==> src/sv/vector_angle_degrees_core_macros.svh <==
// Assertion macros shared by the vector angle core.
`ifndef VECTOR_ANGLE_DEGREES_CORE_MACROS_SVH
`define VECTOR_ANGLE_DEGREES_CORE_MACROS_SVH

// Same-cycle implication, checked at every rising clock edge outside reset.
`define VAD_ASSERT_IMPLIES(label, clk, rst, ante, cons, msg) \
   label: assert property (@(posedge clk) disable iff (rst) (ante) |-> (cons)) \
      else $error(msg);

// Next-cycle implication, checked at every rising clock edge outside reset.
`define VAD_ASSERT_NEXT(label, clk, rst, ante, cons, msg) \
   label: assert property (@(posedge clk) disable iff (rst) (ante) |=> (cons)) \
      else $error(msg);

`endif

==> src/sv/vad_pkg.sv <==
package vad_pkg;

   // Rotation count and datapath widths of the CORDIC chain.
   localparam int CORDIC_STEPS = 32;
   localparam int XY_W         = 63;
   localparam int Z_W          = 42;
   localparam int A_W          = 42;
   localparam int NORM_MSB     = 59;
   localparam int SHIFT_W      = 6;
   localparam int FRAC_Z       = 32;

   // Fixed angles in units of 2^-32 degree.
   localparam logic [A_W-1:0] DEG90_Z  = A_W'(64'd90 << FRAC_Z);
   localparam logic [A_W-1:0] DEG180_Z = A_W'(64'd180 << FRAC_Z);
   localparam logic [A_W-1:0] DEG360_Z = A_W'(64'd360 << FRAC_Z);

   // How the result of one item is formed.
   typedef enum logic [2:0] {
      DIR_CORDIC = 3'd0,
      DIR_UP     = 3'd1,
      DIR_DOWN   = 3'd2,
      DIR_RIGHT  = 3'd3,
      DIR_LEFT   = 3'd4
   } dir_type;

   // Sideband that travels with each item along the chain.
   typedef struct packed {
      dir_type dir;
      logic    dx_neg;
      logic    dy_neg;
   } tag_type;

   // Working vector of one CORDIC cell.
   typedef struct packed {
      logic signed [XY_W-1:0] x;
      logic signed [XY_W-1:0] y;
      logic signed [Z_W-1:0]  z;
   } vec_type;

   // Shift-subtract quotient, evaluated only while building constants.
   function automatic logic [63:0] udiv64(input logic [63:0] num, input logic [63:0] den);
      logic [64:0] r;
      logic [63:0] q;
      int b;
      r = '0;
      q = '0;
      for (b = 63; b >= 0; b--) begin
         r = {r[63:0], num[b]};
         if (r >= {1'b0, den}) begin
            r = r - {1'b0, den};
            q[b] = 1'b1;
         end
      end
      return q;
   endfunction

   // Arctangent of 1/n in Q60 by the truncated alternating series.
   function automatic logic [63:0] atan_recip(input logic [63:0] n);
      logic [63:0] nsq;
      logic [63:0] p;
      logic [63:0] sum;
      logic [63:0] t;
      int k;
      nsq = n * n;
      p   = udiv64(64'd1 << 60, n);
      sum = '0;
      for (k = 0; k < 64; k++) begin
         if (p != 64'd0) begin
            t = udiv64(p, 64'(2 * k + 1));
            if (k % 2 == 1) begin
               sum = sum - t;
            end else begin
               sum = sum + t;
            end
            p = udiv64(p, nsq);
         end
      end
      return sum;
   endfunction

   // Arctangent table entry of rotation idx, in units of 2^-32 degree.
   function automatic logic [63:0] atan_entry(input int idx);
      logic [63:0] qpi;
      logic [63:0] a;
      logic [63:0] rem;
      logic [63:0] q;
      int b;
      qpi = (atan_recip(64'd5) << 2) - atan_recip(64'd239);
      a   = (idx == 0) ? qpi : atan_recip(64'd1 << idx);
      rem = a;
      q   = '0;
      if (rem >= qpi) begin
         q   = 64'd1;
         rem = rem - qpi;
      end
      for (b = 0; b < 40; b++) begin
         rem = rem << 1;
         q   = q << 1;
         if (rem >= qpi) begin
            rem  = rem - qpi;
            q[0] = 1'b1;
         end
      end
      return (q * 64'd45 + 64'd128) >> 8;
   endfunction

endpackage

==> src/sv/vad_cell.sv <==
module vad_cell #(
   parameter int STAGE = 0
) (
   input  logic             clock,
   input  logic             reset,
   input  logic             advance,
   input  logic             in_valid,
   input  vad_pkg::vec_type in_vec,
   input  vad_pkg::tag_type in_tag,
   output logic             out_valid,
   output vad_pkg::vec_type out_vec,
   output vad_pkg::tag_type out_tag
);
   import vad_pkg::*;

   localparam logic [63:0]           ATAN_WORD = atan_entry(STAGE);
   localparam logic signed [Z_W-1:0] ATAN_Z    = ATAN_WORD[Z_W-1:0];

   logic signed [XY_W-1:0] xs, ys;
   vec_type                vec_in, vec_ff;
   tag_type                tag_ff;
   logic                   valid_ff;

   // One vectoring rotation: drive y toward zero, accumulate the angle.
   always_comb begin
      xs = in_vec.x >>> STAGE;
      ys = in_vec.y >>> STAGE;
      if (!in_vec.y[XY_W-1]) begin
         vec_in.x = in_vec.x + ys;
         vec_in.y = in_vec.y - xs;
         vec_in.z = in_vec.z + ATAN_Z;
      end else begin
         vec_in.x = in_vec.x - ys;
         vec_in.y = in_vec.y + xs;
         vec_in.z = in_vec.z - ATAN_Z;
      end
   end

   always_ff @(posedge clock) begin
      if (reset) begin
         valid_ff <= 1'b0;
      end else if (advance) begin
         valid_ff <= in_valid;
      end
   end

   always_ff @(posedge clock) begin
      if (advance) begin
         vec_ff <= vec_in;
         tag_ff <= in_tag;
      end
   end

   assign out_valid = valid_ff;
   assign out_vec   = vec_ff;
   assign out_tag   = tag_ff;

endmodule

==> config.mk <==
export PLATFORM = sky130hd
export DESIGN_NAME = vad_cell
export DESIGN_NICKNAME = d
export VERILOG_FILES = /design/src/sv/vector_angle_degrees_core_macros.svh /design/src/sv/vad_pkg.sv /design/src/sv/vad_cell.sv
export SDC_FILE = /design/constraint.sdc
export NUM_CORES = 1
export LEC_CHECK = 0
export BUFFER_PORTS_ARGS = -buffer_cell sky130_fd_sc_hd__buf_2
export CORE_MARGIN = 5
export CORE_UTILIZATION = 45
export CTS_CLUSTER_SIZE = 25
export DETAILED_ROUTE_END_ITERATION = 10
export HOLD_SLACK_MARGIN = 0.05
export PLACE_DENSITY_LB_ADDON = 0.1
export SLEW_MARGIN = 10
export SYNTH_ARGS = -nofsm -noshare
export SYNTH_HDL_FRONTEND = slang
export SYNTH_SLANG_ARGS = --single-unit
==> constraint.sdc <==
create_clock -name clock -period 3 [get_ports clock]
set_clock_uncertainty 0.2 [all_clocks]
set_input_delay 0.3 -clock clock [delete_from_list [all_inputs] [get_ports clock]]
set_output_delay 0.3 -clock clock [all_outputs]
set_load 0.03 [all_outputs]
# Word-level counts from Yosys, hierarchy flattened
# Index checks and enable logic that the tools add are counted.
# word_totals
register_bits	174
input_bits	177
word_cells	13
# classes
add_sub_neg	5
muxes	1
# ops
op	n
$mux 168	1
$sub 63x63->63	2
$add 63x63->63	1
$add 42x39->42 const B	1
$sub 42x39->42 const B	1

# Logic depth before layout (Yosys ltp)
# logic_depth
depth_word	2
mapped_depth	15
mapped_depth_nobuf	15

# Worst setup path before layout
# No wires, ideal clock.
# synth_path
path_type	input-to-reg
start	input in_vec[42] in the netlist's numbering
end	register vec_ff, in the netlist out_vec[92] (data pin)
setup_ns	0.270
arrival_time_ns	2.768
required_ns	2.530
setup_slack_ns	-0.238
path_stages	14
path_cell_list	inv_1 ha_1 fa_1 and4b_1 a211oi_2 a211o_1 a21oi_1 a31oi_1 o21ai_1 a221oi_2 o31ai_2 a31oi_1 o21ai_1 xor2_1
# synth_rtl
element	line_no	text
from (decl)	vad_cell.sv:8	input vad_pkg::vec_type in_vec,
to (signal assigned)	vad_cell.sv:49	vec_ff <= vec_in;
to (decl)	vad_cell.sv:20	vec_type vec_in, vec_ff;

==> summary.md <==
| Metric | Value |
|---|---|
| Worst endpoint data arrival time | 3.21 ns |
| Slew Viols, Final | 0 |
| Fin nets | 3,559 |
| Final HPWL DP | 62,500 um |
| Worst Hold Class | in -> reg |
| Synth top area share | 29.3% |
| Net Sw Frac | 41.8% |
| Root Driver | clkbuf_16 |
| Post-synthesis compound-gate area fraction | 26.4% |
| Netlist Area Pre-Place | 17,700 um2 |
| Reg-to-Reg End | out_valid |
| Violated checks | setup timing |
| Flop2flop setup slack | 1.63 ns |
| Tcrit/Tclk final | 106% |
| Yosys warns | 0 |
| Die Ht | 208 um |
| Hold_ws | 0.110 ns |
| XOR/XNOR Fraction of Synth Area | 6.45% |
| Area of the die | 43,300 um2 |
| Vias post-DR | 20,700 |
| Synth cell types | 93 |
| Post-synth EDFFs | 172 |
| Endpoints failing hold | 0 |
| Adder-cell share of the synthesized area | 15.3% |
| Gr ovfl total | 0 |
| Area leader, netlist | edfxtp_1 |
| I/O Buffers | 350 |
| Met3 wire length | 5670 um |
| Setup Viol. Count Final | 23 |
| Syn_area_per_cell | 8.51 um2 |
| Core ar. | 38,700 um2 |
| Seq pwr share | 27.9% |
| Final worst slack | -0.175 ns |
| Tightest Pin Transition | 0.667 ns |
| Psw | 0.00496 W |
| Yosys reg bits | 173 |
| Post-synthesis sequential area ratio | 29.4% |
| Cts bufs inserted | 17 |
| R2R Path Start | out_valid |
| WL met2 | 38,400 um |
| R2r worst-path depth | 3 |
| Top-count cell post-synth | a21oi_1 |
| Layout cell share with drive strength beyond 1 | 44.8% |
| Reg clk slew, reported paths | 0.09 ns |
| Hold path depth | 1 |
| GRT Total Usage | 34.3% |
| Mux share of post-synthesis cell area | 2.44% |
| Cells after Synth | 2,074 |
| Vias per cell | 5.60 |
| First-pass GRT wire length | 118,000 um |
| Req. time, crit path | 3.03 ns |
| DP Cell Count | 3,578 |
| Worst min-delay path startpoint | advance |
| TritonCTS Sinks | 173 |
| DRT Pass-1 Iters | 5 |
| Comb pwr share | 51.5% |
| Drc violations | 0 |
| Core Rows | 72 |
| Power, Total | 0.0119 W |
| Area after DPL | 25,500 um2 |
| Worst Hold End | out_vec[145] |
| Cell Count, Final, Fillers Out | 3,700 |
| M1 WL | 32,200 um |
| Max Cap Viol | 0 |
| WL/cell | 21.4 um |
| Antenna violations before repair | 1 |
| Die width | 208 um |
| Vias in the first global route | 20,700 |
| Kind of end point of the critical path | register |
| Iteration-0 DRC Markers | 1,794 |
| Htree depth | 4 |
| Largest family of logic cells by synthesized area | compound AO/OA/AOI/OAI gates |
| CTS tree | built |
| Synth cell count leaders | a21oi_1, ha_1, inv_1 |
| P per Cell Area | 418 nW/um2 |
| Clock power frac | 20.6% |
| Post-layout min period | 3.18 ns |
| Syn_nets | 2,465 |
| Critical path startpoint category | primary input |
| Int Power | 0.00690 W |
| Leak Pwr | 13.2 nW |
| DP Worst Slack | -0.946 ns |
| F_max | 0.315 GHz |
| Fraction of registers with async set/reset | 0% |
| Design area | 28,400 um2 |
| Max-slew headroom | 55.1% |
| CTS Buffer Depth | 2 |
| Initial core utilization | 45.6% |
| Outcome | finished, violations left |
| Pin count of the biggest net entering global routing | 136 |
| Drt total wl | 79,300 um |
| RSZ-0062 raised after global routing | yes |
| Boundary Pins | 351 |
| Top routing layer used | met5 |
| Post-synth top flop | edfxtp_1 |
| P&R area growth vs syn | 60.6% |
| ANT nets after route | 0 |
| Simple-Gate Fraction of Synth Area | 13.5% |
| CP max FO | 6 |
| VDD IR max | 0.442 mV |
| GPL Wtd Cong | 1.02 |
| Skew-Pair Late Insertion Delay | 0.47 ns |
| Area contributors post-synth | edfxtp_1, ha_1, a21oi_1 |
| Crit Path Category | in -> reg |
==> state kept, by name (all words and copies together), names as in the netlist <==
register	flops
out_tag	5
out_vec	167
out_valid	1
==> worst max-delay path, cell delays in order <==
cell and delay [ns]:
buf_4 0.14, buf_6 0.12, fa_2 0.38, and4b_1 0.27, a211oi_2 0.07, a211o_1 0.34
a21oi_4 0.28, a31oi_4 0.14, o21ai_2 0.23, a221oi_4 0.10, o31ai_2 0.29, buf_6 0.19
a31oi_1 0.09, o21ai_1 0.15, xor2_1 0.09
==> cell families after synthesis <==
logic type,Yosys count
adders and majority gates,214
xor gates and xnor gates,130
and+or+nand+nor,499
DFF,173
muxes,43
buffers and inverters,291
AOI/OAI and AO/OA,724
==> power groups by stage <==
stage          combinational, W  clock, W  sequential, W
6_report                0.00611   0.00244        0.00331
5_1_grt                 0.00643   0.00257        0.00333
4_1_cts                 0.00581   0.00247        0.00330
3_5_place_dp            0.00545         0        0.00335
3_3_place_gp            0.00541         0        0.00334
2_1_floorplan           0.00214         0        0.00406
==> per-layer routing <==
metal  track usage, %  vias up
met5                0        -
met4             11.9        2
met3             5.75      172
met2             59.1      977
met1             43.7     9904
li1                 -     9655
==> worst max-delay path by stage <==
stage                           start           end  slack [ns]
after floorplan            in_vec[42]   out_vec[92]       -0.14
after global placement     in_vec[44]  out_vec[167]       -0.97
after detailed placement   in_vec[46]   out_vec[88]       -0.95
after CTS                 in_vec[105]  out_vec[167]       -0.20
after global routing      in_vec[105]  out_vec[167]       -0.24
final                     in_vec[106]   out_vec[92]       -0.18
==> final cells by class <==
class | count | area (um2)
well taps | 518 | 648
inverters | 203 | 795
clock inverters | 15 | 200
flip-flops and latches | 173 | 5180
repair buffers | 1163 | 8210
clock buffers | 17 | 425
fillers | 3022 | 10400
diodes | 1 | 2.50
multi-input cells | 1610 | 12900
==> repair_timing <==
item,in CTS,in global routing
hold buffers,43,0
buffers inserted,37,17
endpoints found under the hold margin,43,0
pin swaps,100,94
resized for setup,180,143
endpoints found under the setup margin,59,64
==> metrics by stage <==
| step | util (%) | TNS (ns) |
|---|---|---|
| 6_report | 73.2 | -1.96 |
| 2_1_floorplan | - | -1.05 |
| 3_3_place_gp | 65.7 | -51.32 |
| 3_5_place_dp | 65.7 | -52.97 |
| 4_1_cts | 71.2 | -1.73 |
| 5_1_grt | 73.2 | -4.49 |
==> cell usage in the layout, fill, tap and decap left out, types with 10 or more instances in the layout <==
master / count
dlygate4sd3_1: 43
nor2_1: 134
edfxtp_1: 172
buf_2: 336
a21o_1: 41
nand3_1: 29
nor3_1: 33
o21ai_1: 24
ha_1: 175
nor2b_1: 19
xnor2_1: 115
nand2_1: 119
inv_1: 177
o21bai_1: 56
nand4_1: 35
a21oi_1: 241
o31ai_1: 20
inv_2: 13
buf_4: 744
nor3_2: 10
a21oi_2: 27
mux2i_1: 40
ha_4: 27
nor2_2: 13
buf_6: 32
o21ai_0: 106
a21oi_4: 12
xor2_1: 10
nand2b_1: 16
o21a_1: 22
o211ai_1: 15
a211oi_1: 12
clkbuf_16: 17
o21ai_2: 16
nor4_1: 14
(Power assumes the default switching activity.)
