<file path="config.mk">
export PLATFORM = sky130hd
export DESIGN_NAME = vad_front
export DESIGN_NICKNAME = d
export VERILOG_FILES = /design/src/sv/vector_angle_degrees_core_macros.svh /design/src/sv/vad_pkg.sv /design/src/sv/vad_front.sv
export SDC_FILE = /design/constraint.sdc
export NUM_CORES = 1
export LEC_CHECK = 0
export BUFFER_PORTS_ARGS = -buffer_cell sky130_fd_sc_hd__buf_2
export CAP_MARGIN = 5
export CORE_UTILIZATION = 45
export CTS_CLUSTER_SIZE = 30
export DETAILED_ROUTE_END_ITERATION = 6
export PLACE_DENSITY = 0.74
export SLEW_MARGIN = 0
export SYNTH_ARGS = -nofsm -noshare
export SYNTH_HDL_FRONTEND = slang
export SYNTH_SLANG_ARGS = --single-unit
export TNS_END_PERCENT = 20
</file>
<file path="constraint.sdc">
create_clock -name clock -period 5.2 [get_ports clock]
set_input_delay 0.52 -clock clock [delete_from_list [all_inputs] [get_ports clock]]
set_output_delay 0.52 -clock clock [all_outputs]
set_load 0.02 [all_outputs]
</file>
<file path="src/sv/vector_angle_degrees_core_macros.svh">
// Assertion macros shared by the vector angle core.
`ifndef VECTOR_ANGLE_DEGREES_CORE_MACROS_SVH
`define VECTOR_ANGLE_DEGREES_CORE_MACROS_SVH

// Same-cycle implication, checked at every rising clock edge outside reset.
`define VAD_ASSERT_IMPLIES(label, clk, rst, ante, cons, msg) \
   label: assert property (@(posedge clk) disable iff (rst) (ante) |-> (cons)) \
      else $error(msg);

// Next-cycle implication, checked at every rising clock edge outside reset.
`define VAD_ASSERT_NEXT(label, clk, rst, ante, cons, msg) \
   label: assert property (@(posedge clk) disable iff (rst) (ante) |=> (cons)) \
      else $error(msg);

`endif

</file>
<file path="src/sv/vad_pkg.sv">
package vad_pkg;

   // Rotation count and datapath widths of the CORDIC chain.
   localparam int CORDIC_STEPS = 32;
   localparam int XY_W         = 63;
   localparam int Z_W          = 42;
   localparam int A_W          = 42;
   localparam int NORM_MSB     = 59;
   localparam int SHIFT_W      = 6;
   localparam int FRAC_Z       = 32;

   // Fixed angles in units of 2^-32 degree.
   localparam logic [A_W-1:0] DEG90_Z  = A_W'(64'd90 << FRAC_Z);
   localparam logic [A_W-1:0] DEG180_Z = A_W'(64'd180 << FRAC_Z);
   localparam logic [A_W-1:0] DEG360_Z = A_W'(64'd360 << FRAC_Z);

   // How the result of one item is formed.
   typedef enum logic [2:0] {
      DIR_CORDIC = 3'd0,
      DIR_UP     = 3'd1,
      DIR_DOWN   = 3'd2,
      DIR_RIGHT  = 3'd3,
      DIR_LEFT   = 3'd4
   } dir_type;

   // Sideband that travels with each item along the chain.
   typedef struct packed {
      dir_type dir;
      logic    dx_neg;
      logic    dy_neg;
   } tag_type;

   // Working vector of one CORDIC cell.
   typedef struct packed {
      logic signed [XY_W-1:0] x;
      logic signed [XY_W-1:0] y;
      logic signed [Z_W-1:0]  z;
   } vec_type;

   // Shift-subtract quotient, evaluated only while building constants.
   function automatic logic [63:0] udiv64(input logic [63:0] num, input logic [63:0] den);
      logic [64:0] r;
      logic [63:0] q;
      int b;
      r = '0;
      q = '0;
      for (b = 63; b >= 0; b--) begin
         r = {r[63:0], num[b]};
         if (r >= {1'b0, den}) begin
            r = r - {1'b0, den};
            q[b] = 1'b1;
         end
      end
      return q;
   endfunction

   // Arctangent of 1/n in Q60 by the truncated alternating series.
   function automatic logic [63:0] atan_recip(input logic [63:0] n);
      logic [63:0] nsq;
      logic [63:0] p;
      logic [63:0] sum;
      logic [63:0] t;
      int k;
      nsq = n * n;
      p   = udiv64(64'd1 << 60, n);
      sum = '0;
      for (k = 0; k < 64; k++) begin
         if (p != 64'd0) begin
            t = udiv64(p, 64'(2 * k + 1));
            if (k % 2 == 1) begin
               sum = sum - t;
            end else begin
               sum = sum + t;
            end
            p = udiv64(p, nsq);
         end
      end
      return sum;
   endfunction

   // Arctangent table entry of rotation idx, in units of 2^-32 degree.
   function automatic logic [63:0] atan_entry(input int idx);
      logic [63:0] qpi;
      logic [63:0] a;
      logic [63:0] rem;
      logic [63:0] q;
      int b;
      qpi = (atan_recip(64'd5) << 2) - atan_recip(64'd239);
      a   = (idx == 0) ? qpi : atan_recip(64'd1 << idx);
      rem = a;
      q   = '0;
      if (rem >= qpi) begin
         q   = 64'd1;
         rem = rem - qpi;
      end
      for (b = 0; b < 40; b++) begin
         rem = rem << 1;
         q   = q << 1;
         if (rem >= qpi) begin
            rem  = rem - qpi;
            q[0] = 1'b1;
         end
      end
      return (q * 64'd45 + 64'd128) >> 8;
   endfunction

endpackage

</file>
<file path="src/sv/vad_front.sv">
module vad_front #(
   parameter int COORD_WIDTH = 16
) (
   input  logic                          clock,
   input  logic                          reset,
   input  logic                          advance,
   input  logic                          in_valid,
   input  logic signed [COORD_WIDTH-1:0] point_x,
   input  logic signed [COORD_WIDTH-1:0] point_y,
   input  logic signed [COORD_WIDTH-1:0] center_x,
   input  logic signed [COORD_WIDTH-1:0] center_y,
   output logic                          out_valid,
   output vad_pkg::vec_type              out_vec,
   output vad_pkg::tag_type              out_tag
);
   import vad_pkg::*;

   localparam int MSB_W = (COORD_WIDTH > 1) ? $clog2(COORD_WIDTH) : 1;

   logic signed [COORD_WIDTH:0] dx_in, dx_ff, dy_in, dy_ff;
   logic [COORD_WIDTH-1:0]      ax_in, ax_ff, ay_in, ay_ff, big;
   logic [MSB_W-1:0]            msb;
   logic [SHIFT_W-1:0]          shift_in, shift_ff;
   tag_type                     tag1_in, tag1_ff, tag2_ff;
   vec_type                     vec_in, vec_ff;
   logic                        v0_ff, v1_ff, v2_ff;

   // First stage: differences to the center, one bit wider than a coordinate.
   assign dx_in = {point_x[COORD_WIDTH-1], point_x} - {center_x[COORD_WIDTH-1], center_x};
   assign dy_in = {point_y[COORD_WIDTH-1], point_y} - {center_y[COORD_WIDTH-1], center_y};

   // Second stage: magnitudes, axis cases and the normalizing shift.
   always_comb begin
      ax_in = COORD_WIDTH'(dx_ff[COORD_WIDTH] ? -dx_ff : dx_ff);
      ay_in = COORD_WIDTH'(dy_ff[COORD_WIDTH] ? -dy_ff : dy_ff);
      big   = (ax_in > ay_in) ? ax_in : ay_in;
      msb   = '0;
      for (int b = 0; b < COORD_WIDTH; b++) begin
         if (big[b]) begin
            msb = MSB_W'(b);
         end
      end
      shift_in = SHIFT_W'(NORM_MSB) - SHIFT_W'(msb);
      tag1_in.dx_neg = dx_ff[COORD_WIDTH];
      tag1_in.dy_neg = dy_ff[COORD_WIDTH];
      priority if (dx_ff == '0) begin
         tag1_in.dir = (dy_ff[COORD_WIDTH] || dy_ff == '0) ? DIR_UP : DIR_DOWN;
      end else if (dy_ff == '0) begin
         tag1_in.dir = dx_ff[COORD_WIDTH] ? DIR_LEFT : DIR_RIGHT;
      end else begin
         tag1_in.dir = DIR_CORDIC;
      end
   end

   // Third stage: place the larger magnitude's top bit at the working MSB.
   always_comb begin
      vec_in.x = $signed(XY_W'(ax_ff) << shift_ff);
      vec_in.y = $signed(XY_W'(ay_ff) << shift_ff);
      vec_in.z = '0;
   end

   // Stage valid bits.
   always_ff @(posedge clock) begin
      if (reset) begin
         v0_ff <= 1'b0;
         v1_ff <= 1'b0;
         v2_ff <= 1'b0;
      end else if (advance) begin
         v0_ff <= in_valid;
         v1_ff <= v0_ff;
         v2_ff <= v1_ff;
      end
   end

   // Stage payload.
   always_ff @(posedge clock) begin
      if (advance) begin
         dx_ff    <= dx_in;
         dy_ff    <= dy_in;
         ax_ff    <= ax_in;
         ay_ff    <= ay_in;
         shift_ff <= shift_in;
         tag1_ff  <= tag1_in;
         tag2_ff  <= tag1_ff;
         vec_ff   <= vec_in;
      end
   end

   assign out_valid = v2_ff;
   assign out_vec   = vec_ff;
   assign out_tag   = tag2_ff;

endmodule

</file>
# Yosys cells after proc, flatten, opt, wreduce, memory -nomap -nowiden
# Index checks and enable logic that the tools add are counted.
[classes] n_reduce_logical=3 n_lt_le_gt_ge=1 shifts=2 muxes=22 add_sub_neg=5
[op_table] operator="16-bit by 6-bit << shifter with 63-bit output" n=2
[op_table] operator="4-bit two-way mux" n=14
[op_table] operator="16-bit two-way mux" n=3
[op_table] operator="17-bit zero test" n=2
[op_table] operator="16-bit by 16-bit subtractor with 17-bit output" n=2
[op_table] operator="16-bit negation" n=2
[op_table] operator="16-bit greater-than comparator" n=1
[op_table] operator="3-bit two-way mux" n=3
[op_table] operator="4-bit by 5-bit subtractor with 6-bit output (first input constant)" n=1
[op_table] operator="2-bit two-way mux" n=1
[op_table] operator="1-bit logical OR" n=1
[op_table] operator="1-bit two-way mux" n=1
[totals] regBits=211 wordCells=49 input_bits=68

# Longest topological paths before layout
# Gate-level depths: netlist of the first run.
[logic_depth] depth_word=20 mapped_depth=17

# Worst setup path before layout of the first run
# Ideal clock, no wire load.
[synth_timing] path_type="reg-to-reg" startpoint="reg dx_ff[5]" endpoint="reg shift_ff[3], data pin" stages_incl_launch_ff=15 setup_time_ns=0.249 path_slack_ns=1.125 t_arrival_ns=3.826 path_cell_list="edfxtp_1 > or4_4 > or4_4 > nand2b_4 > o21ai_1 > xnor2_1 > ha_1 > a21o_1 > a21o_1 > a211oi_1 > a31oi_4 > o31ai_1 > nand3_1 > ha_1 > inv_1"
[synth_via] elab_chain_cells=20
[synth_rtl] element="start, declared" line="vad_front.sv:20" source="logic signed [COORD_WIDTH:0] dx_in, dx_ff, dy_in, dy_ff;"
[synth_rtl] element="start signal, assigned" line="vad_front.sv:78" source="dx_ff <= dx_in;"
[synth_rtl] element="16-bit negation (*)" line="vad_front.sv:34" source="ax_in = COORD_WIDTH'(dx_ff[COORD_WIDTH] ? -dx_ff : dx_ff);"
[synth_rtl] element="16-bit two-way mux (*)" line="vad_front.sv:34"
[synth_rtl] element="net ax_in[13]" line="vad_front.sv:21" source="logic [COORD_WIDTH-1:0] ax_in, ax_ff, ay_in, ay_ff, big;"
[synth_rtl] element="16-bit greater-than comparator" line="vad_front.sv:36" source="big = (ax_in > ay_in) ? ax_in : ay_in;"
[synth_rtl] element="16-bit two-way mux (*)" line="vad_front.sv:36"
[synth_rtl] element="1-bit two-way mux" line="vad_front.sv:39" source="if (big[b]) begin"
[synth_rtl] element="4-bit two-way mux (13 in series)" line="vad_front.sv:39"
[synth_rtl] element="4-bit two-way mux (*)" line="vad_front.sv:39"
[synth_rtl] element="4-bit by 5-bit subtractor with 6-bit output (*)" line="vad_front.sv:43" source="shift_in = SHIFT_W'(NORM_MSB) - SHIFT_W'(msb);"
[synth_rtl] element="net shift_in[3]" line="vad_front.sv:23" source="logic [SHIFT_W-1:0] shift_in, shift_ff;"
[synth_rtl] element="end signal, assigned" line="vad_front.sv:82" source="shift_ff <= shift_in;"
[synth_rtl] element="end, declared" line="vad_front.sv:23"
# The timed path passes the listed nets; every way through them passes the cells marked *.
# A chain may end at the register's enable or synchronous reset.

# Final worst setup path of the first run
[layout_timing] startpoint="reg dx_ff[5]" endpoint="reg shift_ff[3], data pin"
[layout_via] word_cells_on_any_way=20
[layout_rtl] element="16-bit negation (*)" line="vad_front.sv:34"
[layout_rtl] element="16-bit two-way mux (*)" line="vad_front.sv:34"
[layout_rtl] element="net ax_in[15]" line="vad_front.sv:21"
[layout_rtl] element="16-bit greater-than comparator" line="vad_front.sv:36"
[layout_rtl] element="16-bit two-way mux (*)" line="vad_front.sv:36"
[layout_rtl] element="4-bit two-way mux (12 in series)" line="vad_front.sv:39"
[layout_rtl] element="4-bit two-way mux (*)" line="vad_front.sv:39"
[layout_rtl] element="net msb[2]" line="vad_front.sv:22" source="logic [MSB_W-1:0] msb;"
[layout_rtl] element="4-bit by 5-bit subtractor with 6-bit output (*)" line="vad_front.sv:43"
[layout_rtl] element="net shift_in[3]" line="vad_front.sv:23"
# Marked as above.

==> results of run 1 <==
## metrics by stage
stage / area, um2 / util, % / hold WS (ns) / instances / worst slack, ns
2_1_floorplan: 10500 / - / 0.400 / 1111 / 1.12
3_3_place_gp: 10600 / 48.6 / 0.404 / 1388 / 0.953
3_5_place_dp: 10600 / 48.6 / 0.408 / 1388 / 0.732
4_1_cts: 11300 / 51.5 / 0.273 / 1420 / 0.712
5_1_grt: 11300 / 51.5 / 0.285 / 1420 / 0.467
6_report: 11300 / 51.5 / 0.290 / 1420 / 0.646
## cell families after synthesis
family	Yosys count
flops	146
mux	53
fa+ha+maj	53
other cells	1
compound gates	210
xor+xnor	50
buf+inv	217
simple gates	276
## worst register-to-register path, cell delays in order (launching register included)
cell	delay, ns
sky130_fd_sc_hd__edfxtp_1	0.43
sky130_fd_sc_hd__or4_4	0.59
sky130_fd_sc_hd__or4_4	0.58
sky130_fd_sc_hd__nand2b_4	0.17
sky130_fd_sc_hd__o41ai_2	0.24
sky130_fd_sc_hd__xnor2_1	0.20
sky130_fd_sc_hd__ha_1	0.34
sky130_fd_sc_hd__nand4_1	0.11
sky130_fd_sc_hd__nor2_1	0.25
sky130_fd_sc_hd__nand4_1	0.19
sky130_fd_sc_hd__a31oi_4	0.37
sky130_fd_sc_hd__mux2i_1	0.18
sky130_fd_sc_hd__a31oi_1	0.22
sky130_fd_sc_hd__nand2_1	0.11
sky130_fd_sc_hd__ha_1	0.30
sky130_fd_sc_hd__inv_1	0.04
## state kept, by name, summed over array words and instances, names as in the netlist
name       count
out_vec       62
v0_ff          1
shift_ff       5
tag1_ff        5
v1_ff          1
ay_ff         16
dx_ff         17
dy_ff         17
out_tag        5
out_valid      1
ax_ff         16
## layout make-up
class,count,area [um2]
Clock buffer,18,429
Clock inverter,14,210
Fill cell,1986,10600
Inverter,73,274
Multi-Input combinational cell,748,4920
Sequential cell,146,4350
Tap cell,280,350
Timing Repair Buffer,141,727
## per-layer routing
metal	up-vias	track usage, %	share of wire (%)
met5	-	0	0
met1	3344	22.2	44
met2	286	28.6	48
met3	35	4.19	6.1
li1	3653	-	-
met4	0	7.00	2.4
## path summary, 6_finish.rpt
check / start / cells past startpoint / slack [ns] / to
setup / recovery: dx_ff[5]$_DFFE_PP_ / 15 / 0.65 / shift_ff[3]$_DFFE_PP_
hold / removal: reset / 2 / 0.29 / v0_ff$_SDFFE_PP0P_
setup reg to reg: dx_ff[5]$_DFFE_PP_ / 15 / 0.65 / shift_ff[3]$_DFFE_PP_
hold reg to reg: tag1_ff[3]$_DFFE_PP_ / 0 / 0.42 / out_tag[3]$_DFFE_PP_
## placed cells by master, fill, tap and decap left out, drive strengths merged, types with 8 or more instances in the layout
cell type / n
o31ai: 9
nand2: 84
nor2b: 14
mux2i: 32
mux2: 9
inv: 73
nand2b: 17
conb: 106
xor2: 17
nor3: 20
mux4: 12
nand3: 16
ha: 50
o21ai: 56
o22ai: 24
nor2: 77
a21oi: 48
edfxtp: 143
xnor2: 33
a211oi: 11
a21o: 8
clkbuf: 18
buf: 141
and2: 10
## where the power goes
| group | leakage [nW] | internal, mW | total [mW] | switching (mW) |
|---|---|---|---|---|
| Sequential | 1.45 | 1.57 | 1.71 | 0.137 |
| Clock | 0.300 | 0.849 | 1.32 | 0.472 |
| Combinational | 3.14 | 0.653 | 1.72 | 1.07 |
==> load_flow_metrics.sql, run 1 <==
INSERT INTO impl_metrics (metric_group, metric, value, unit) VALUES
('pwr', 'design_power_total', '4.75', 'mW'),
('synthesis', 'synth.yosys.warnings', '0', ''),
('route', 'detail_route.first_pass.iterations', '5', ''),
('die', 'top_level_ports', '242', ''),
('cts', 'cts_max_path_buffers', '2', ''),
('grt', 'grt_overflow', '0', ''),
('grt', 'grt_first_pass_wirelength', '33000', 'um'),
('synthesis', 'synth_compound_area_share', '13.6', '%'),
('synthesis', 'postSynthRegisterBits', '146', ''),
('sta', 'slew_violations', '0', ''),
('cts', 'clk_pin_slew', '0.06', 'ns'),
('cts', 'hold_buffers', '0', ''),
('route', 'drt_drc_violations_left', '0', ''),
('cts', 'post_cts.repair.setup_buffers', '0', ''),
('synthesis', 'synth_top_family_by_area', 'compound AO/OA/AOI/OAI gates', ''),
('layout', 'area_growth_syn_to_layout', '11.6', '%'),
('die', 'design.die.area', '0.0230', 'mm2'),
('synthesis', 'synth.area.top_cells', 'sky130_fd_sc_hd__edfxtp_1 43%, sky130_fd_sc_hd__buf_4 7.9%, sky130_fd_sc_hd__ha_1 6.2%', ''),
('worst_setup_path', 'critical_path_arrival', '4.73', 'ns'),
('worst_setup_path', 'setup.worst_path.start_class', 'register', ''),
('sta', 'report.final.hold_viol_count', '0', ''),
('cts', 'tritoncts', 'yes', ''),
('synthesis', 'post-synth-top-area-cell', 'sky130_fd_sc_hd__edfxtp_1', ''),
('worst_setup_path', 'worst_path_largest_cell_delay', '0.59', 'ns'),
('synthesis', 'synth_simple_gate_area_share', '13.3', '%'),
('synthesis', 'synth_most_common_cell', 'sky130_fd_sc_hd__edfxtp_1', ''),
('cts', 'htree_levels', '4', ''),
('synthesis', 'yosys_most_used_dff', 'sky130_fd_sc_hd__edfxtp_1', ''),
('cts', 'cts-buffers-inserted', '17', ''),
('sta', 'setup_repair_after_global_routing_missed_its_margin', 'false', ''),
('route', 'first_iter_violations', '486', ''),
('synthesis', 'yosys_cell_types', '70', ''),
('sta', 'setup_viol_count_final', '0', ''),
('synthesis', 'post_synth_edffs', '143', ''),
('sta', 'maxSlewHeadroom', '28.3', '%'),
('synthesis', 'ys_top_cells_by_count', '143 x sky130_fd_sc_hd__edfxtp_1, 106 x sky130_fd_sc_hd__buf_4, 83 x sky130_fd_sc_hd__nand2_1, 77 x sky130_fd_sc_hd__nor2_1, 71 x sky130_fd_sc_hd__inv_1', ''),
('sta', 'final.setup_skew', '0.0127', 'ns'),
('die', 'fp.dieH', '152', 'um'),
('grt', 'via_count_of_the_first_global_routing_pass', '6686', ''),
('run_status', 'outcome', 'finished, final reports clean', ''),
('cts', 'cts_repair_resize_count', '0', ''),
('route', 'post_drt_via_cell_ratio', '5.15', ''),
('placement', 'routabilityCongestion', '0.938', ''),
('layout', 'antennaDiodeCount', '0', ''),
('worst_setup_path', 'worst_path_max_delay_cell', 'sky130_fd_sc_hd__or4_4', ''),
('worst_setup_path', 'timing.setup.critical_path_class', 'register to register', ''),
('grt', 'grt_start_max_net_pins', '115', ''),
('synthesis', 'synth_xor_area_share', '4.41', '%'),
('route', 'finalWirelength', '20000', 'um'),
('worst_setup_path', 'timing.critical_path.cells', 'or4_4 > or4_4 > nand2b_4 > o41ai_2 > xnor2_1 > ha_1 > nand4_1 > nor2_1 > nand4_1 > a31oi_4 > mux2i_1 > a31oi_1 > nand2_1 > ha_1 > inv_1', ''),
('worst_setup_path', 'worst-path-buf-inv', '1', ''),
('synthesis', 'synth_area', '0.0101', 'mm2'),
('route', 'via_count', '7318', ''),
('pwr', 'p_per_area', '421', 'mW/mm2'),
('die', 'floorplan.die.width', '152', 'um'),
('sta', 'fmaxAchievable', '220', 'MHz'),
('synthesis', 'synth.avg_cell_area', '10.0', 'um2'),
('worst_setup_path', 'critPathCaptureType', 'register', ''),
('worst_setup_path', 'cpLargestDelayFamily', 'simple AND/OR/NAND/NOR gates', ''),
('cts', 'cts_root_buf', 'sky130_fd_sc_hd__clkbuf_16', ''),
('die', 'design.core.area', '0.0219', 'mm2'),
('placement', 'io_buffer_count', '135', ''),
('run', 'max_cap_violations', '0', ''),
('pwr', 'leakage', '4.89', 'nW'),
('worst_hold_path', 'worst_hold_path_type', 'primary input to register', ''),
('sta', 'worst_slew_pin_slew', '1.08', 'ns'),
('sta', 'finalCritPeriodShare', '87.6', '%'),
('synthesis', 'yosysSeqAreaShare', '43.1', '%'),
('pwr', 'power.ir.vdd_worst', '0.288', 'mV'),
('worst_setup_path', 'cp_max_fo', '9', ''),
('worst_setup_path', 'timing.critical_path.required', '5.38', 'ns');
(Power assumes the default switching activity.)
==> run 2: changes to the inputs <==
--- a/config.mk
+++ b/config.mk
@@ -5,12 +5,13 @@
 export SDC_FILE = /design/constraint.sdc
 export NUM_CORES = 1
 export LEC_CHECK = 0
-export BUFFER_PORTS_ARGS = -buffer_cell sky130_fd_sc_hd__buf_2
 export CAP_MARGIN = 5
 export CORE_UTILIZATION = 45
 export CTS_CLUSTER_SIZE = 30
 export DETAILED_ROUTE_END_ITERATION = 6
-export PLACE_DENSITY = 0.74
+export DONT_BUFFER_PORTS = 1
+export GPL_TIMING_DRIVEN = 0
+export PLACE_DENSITY = 0.65
 export SLEW_MARGIN = 0
 export SYNTH_ARGS = -nofsm -noshare
 export SYNTH_HDL_FRONTEND = slang
==> run 2 against run 1 <==
  * Sequential cell count unchanged
  * Critical path type unchanged
  * Largest cell class unchanged
  * Cell count up 0.21%
  * Critical endpoint unchanged
  * Clock skew is 0.0052 ns lower
==> load_flow_metrics.sql, run 2 (synthesis results as in run 1) <==
INSERT INTO impl_metrics (metric_group, metric, value, unit) VALUES
('worst_setup_path', 'cp_max_fo', '9', ''),
('route', 'first_iter_violations', '414', ''),
('die', 'top_level_ports', '242', ''),
('pwr', 'leakage', '4.93', 'nW'),
('route', 'via_count', '7203', ''),
('placement', 'hpwl', '16300', 'um'),
('layout', 'fin_nets', '1250', ''),
('layout', 'area_growth_syn_to_layout', '13.7', '%'),
('sta', 'final.min_clock_period', '4.55', 'ns'),
('grt', 'grt_antenna_before_repair', '0', ''),
('placement', 'io_buffer_count', '0', ''),
('grt', 'grt_overflow', '0', ''),
('pwr', 'power.ir.vdd_worst', '0.193', 'mV'),
('worst_hold_path', 'min-delay-start', 'reset', ''),
('cts', 'cts_max_path_buffers', '2', ''),
('run', 'max_cap_violations', '0', ''),
('cts', 'cts_repair_resize_count', '0', ''),
('worst_setup_path', 'timing.setup.critical_path_class', 'register to register', ''),
('die', 'std_cell_rows', '54', ''),
('pwr', 'p_per_area', '412', 'mW/mm2'),
('cts', 'htree_levels', '4', ''),
('route', 'finalWirelength', '20800', 'um'),
('worst_setup_path', 'critical_path_arrival', '4.74', 'ns'),
('cts', 'hold_buffers', '0', ''),
('sta', 'report.final.hold_viol_count', '0', ''),
('worst_setup_path', 'critPathCaptureType', 'register', ''),
('grt', 'globalRouteTotalUtil', '17.9', '%'),
('sta', 'finalCritPeriodShare', '87.5', '%'),
('route', 'wire_per_inst', '14.6', 'um'),
('route', 'route.antenna.remaining_nets', '0', ''),
('worst_hold_path', 'worst_hold_path_type', 'primary input to register', ''),
('cts', 'post_cts.repair.setup_buffers', '0', ''),
('sta', 'timing.setup.tns', '0', 'ns'),
('die', 'fp.dieH', '152', 'um'),
('layout', 'fraction_of_final_layout_cells_sized_beyond_drive_strength_1', '15.3', '%'),
('sta', 'final.setup_skew', '0.00751', 'ns'),
('grt', 'grt_start_max_net_pins', '147', ''),
('layout', 'layout.cells.most_common', 'sky130_fd_sc_hd__edfxtp_1', ''),
('sta', 'worst_slew_pin_slew', '0.699', 'ns'),
('sta', 'setup_repair_after_global_routing_missed_its_margin', 'false', ''),
('grt', 'grt_first_pass_wirelength', '33300', 'um'),
('die', 'design.die.area', '0.0230', 'mm2'),
('sta', 'setup_viol_count_final', '0', ''),
('cts', 'insertion_delay', '0.43', 'ns'),
('cts', 'clk_pin_slew', '0.06', 'ns'),
('worst_setup_path', 'timing.critical_path.required', '5.39', 'ns'),
('worst_setup_path', 'setup.worst_path.start_class', 'register', ''),
('cts', 'cts_root_buf', 'sky130_fd_sc_hd__clkbuf_16', ''),
('placement', 'dpl_worst_slack', '0.658', 'ns'),
('cts', 'clock_sink_count', '146', ''),
('cts', 'tritoncts', 'yes', ''),
('sta', 'finalWorstSetupSlack', '0.649', 'ns'),
('layout', 'post-route-util', '52.5', '%'),
('cts', 'cts-buffers-inserted', '17', ''),
('run_status', 'outcome', 'finished, final reports clean', ''),
('route', 'drt_drc_violations_left', '0', ''),
('worst_setup_path', 'reg2reg_from', 'dx_ff[5]$_DFFE_PP_', ''),
('layout', 'antennaDiodeCount', '0', ''),
('die', 'design.core.area', '0.0219', 'mm2'),
('sta', 'fmaxAchievable', '220', 'MHz'),
('placement', 'routabilityCongestion', '0.940', ''),
('worst_setup_path', 'critPathLaunch', 'dx_ff[5]$_DFFE_PP_', ''),
('grt', 'via_count_of_the_first_global_routing_pass', '6549', ''),
('sta', 'slew_violations', '0', ''),
('layout', 'flip_flop_count_of_the_largest_register_all_copies_and_words_added', '62', ''),
('sta', 'finalHoldWorstSlack', '0.156', 'ns'),
('route', 'post_drt_via_cell_ratio', '5.06', ''),
('layout', 'layout.cells.most_common_list', '143 x sky130_fd_sc_hd__edfxtp_1, 106 x sky130_fd_sc_hd__buf_4, 106 x sky130_fd_sc_hd__conb_1, 83 x sky130_fd_sc_hd__nand2_1, 77 x sky130_fd_sc_hd__nor2_1', ''),
('sta', 'maxSlewHeadroom', '53.4', '%'),
('die', 'floorplan.die.width', '152', 'um'),
('die', 'start_util', '46.1', '%'),
('route', 'detail_route.first_pass.iterations', '5', '');
[run 2: changes by cell type in the layout (fill, tap and decap cells not counted)]
cell,before,now
sky130_fd_sc_hd__buf_4,6,106
sky130_fd_sc_hd__clkinv_2,0,1
sky130_fd_sc_hd__clkinv_1,5,4
sky130_fd_sc_hd__buf_6,1,0
sky130_fd_sc_hd__buf_1,0,5
sky130_fd_sc_hd__inv_6,2,1
sky130_fd_sc_hd__buf_2,134,1
sky130_fd_sc_hd__clkinv_4,1,2
sky130_fd_sc_hd__clkbuf_1,1,33
[run 2: final timing paths]
check	slack [ns]	depth (start not counted)	to
setup reg to reg	0.65	14	shift_ff[3]$_DFFE_PP_
setup / recovery	0.65	14	shift_ff[3]$_DFFE_PP_
hold / removal	0.16	1	out_valid$_SDFFE_PP0P_
hold reg to reg	0.42	0	out_tag[0]$_DFFE_PP_
[run 2: cell type report]
cell class	instances	area, um2
plain buffers	144	940
clock buffers	18	429
clock inverters	14	211
fillers	1966	10400
inverters	73	274
multi-input cells	748	4920
flip-flops and latches	146	4350
well taps	280	350
[run 2: worst max-delay path, cell delays in order, from the launching register on]
cell,delay [ns]
sky130_fd_sc_hd__edfxtp_1,0.43
sky130_fd_sc_hd__or4_4,0.58
sky130_fd_sc_hd__or4_4,0.57
sky130_fd_sc_hd__nand2b_4,0.17
sky130_fd_sc_hd__o21ai_1,0.15
sky130_fd_sc_hd__xnor2_1,0.23
sky130_fd_sc_hd__ha_1,0.31
sky130_fd_sc_hd__a21o_1,0.16
sky130_fd_sc_hd__a21o_1,0.17
sky130_fd_sc_hd__a211oi_1,0.39
sky130_fd_sc_hd__a31oi_4,0.24
sky130_fd_sc_hd__o31ai_1,0.39
sky130_fd_sc_hd__nand2_1,0.17
sky130_fd_sc_hd__ha_1,0.31
sky130_fd_sc_hd__inv_1,0.03
[run 2: routing by layer]
layer | up-vias | GRT usage, % | wire (um) | part of all wire (%)
met2 | 236 | 30.6 | 10200 | 49
li1 | 3652 | - | - | -
met5 | - | 0 | 0 | 0
met4 | 0 | 6.10 | 391 | 1.9
met3 | 24 | 4.16 | 979 | 4.7
met1 | 3291 | 22.0 | 9150 | 44
[run 2: power by group]
part	internal, mW	switching [mW]
Combinational	0.637	0.964
Sequential	1.58	0.235
Clock	0.848	0.474
[run 2: per-stage QoR]
step	total power, mW	std cells	instance area (um2)
finish	4.74	1423	11500
global route	4.99	1423	11500
CTS	4.74	1423	11500
detailed placement	3.42	1391	10800
global placement	3.39	1391	10800
floorplan	3.04	1111	10500
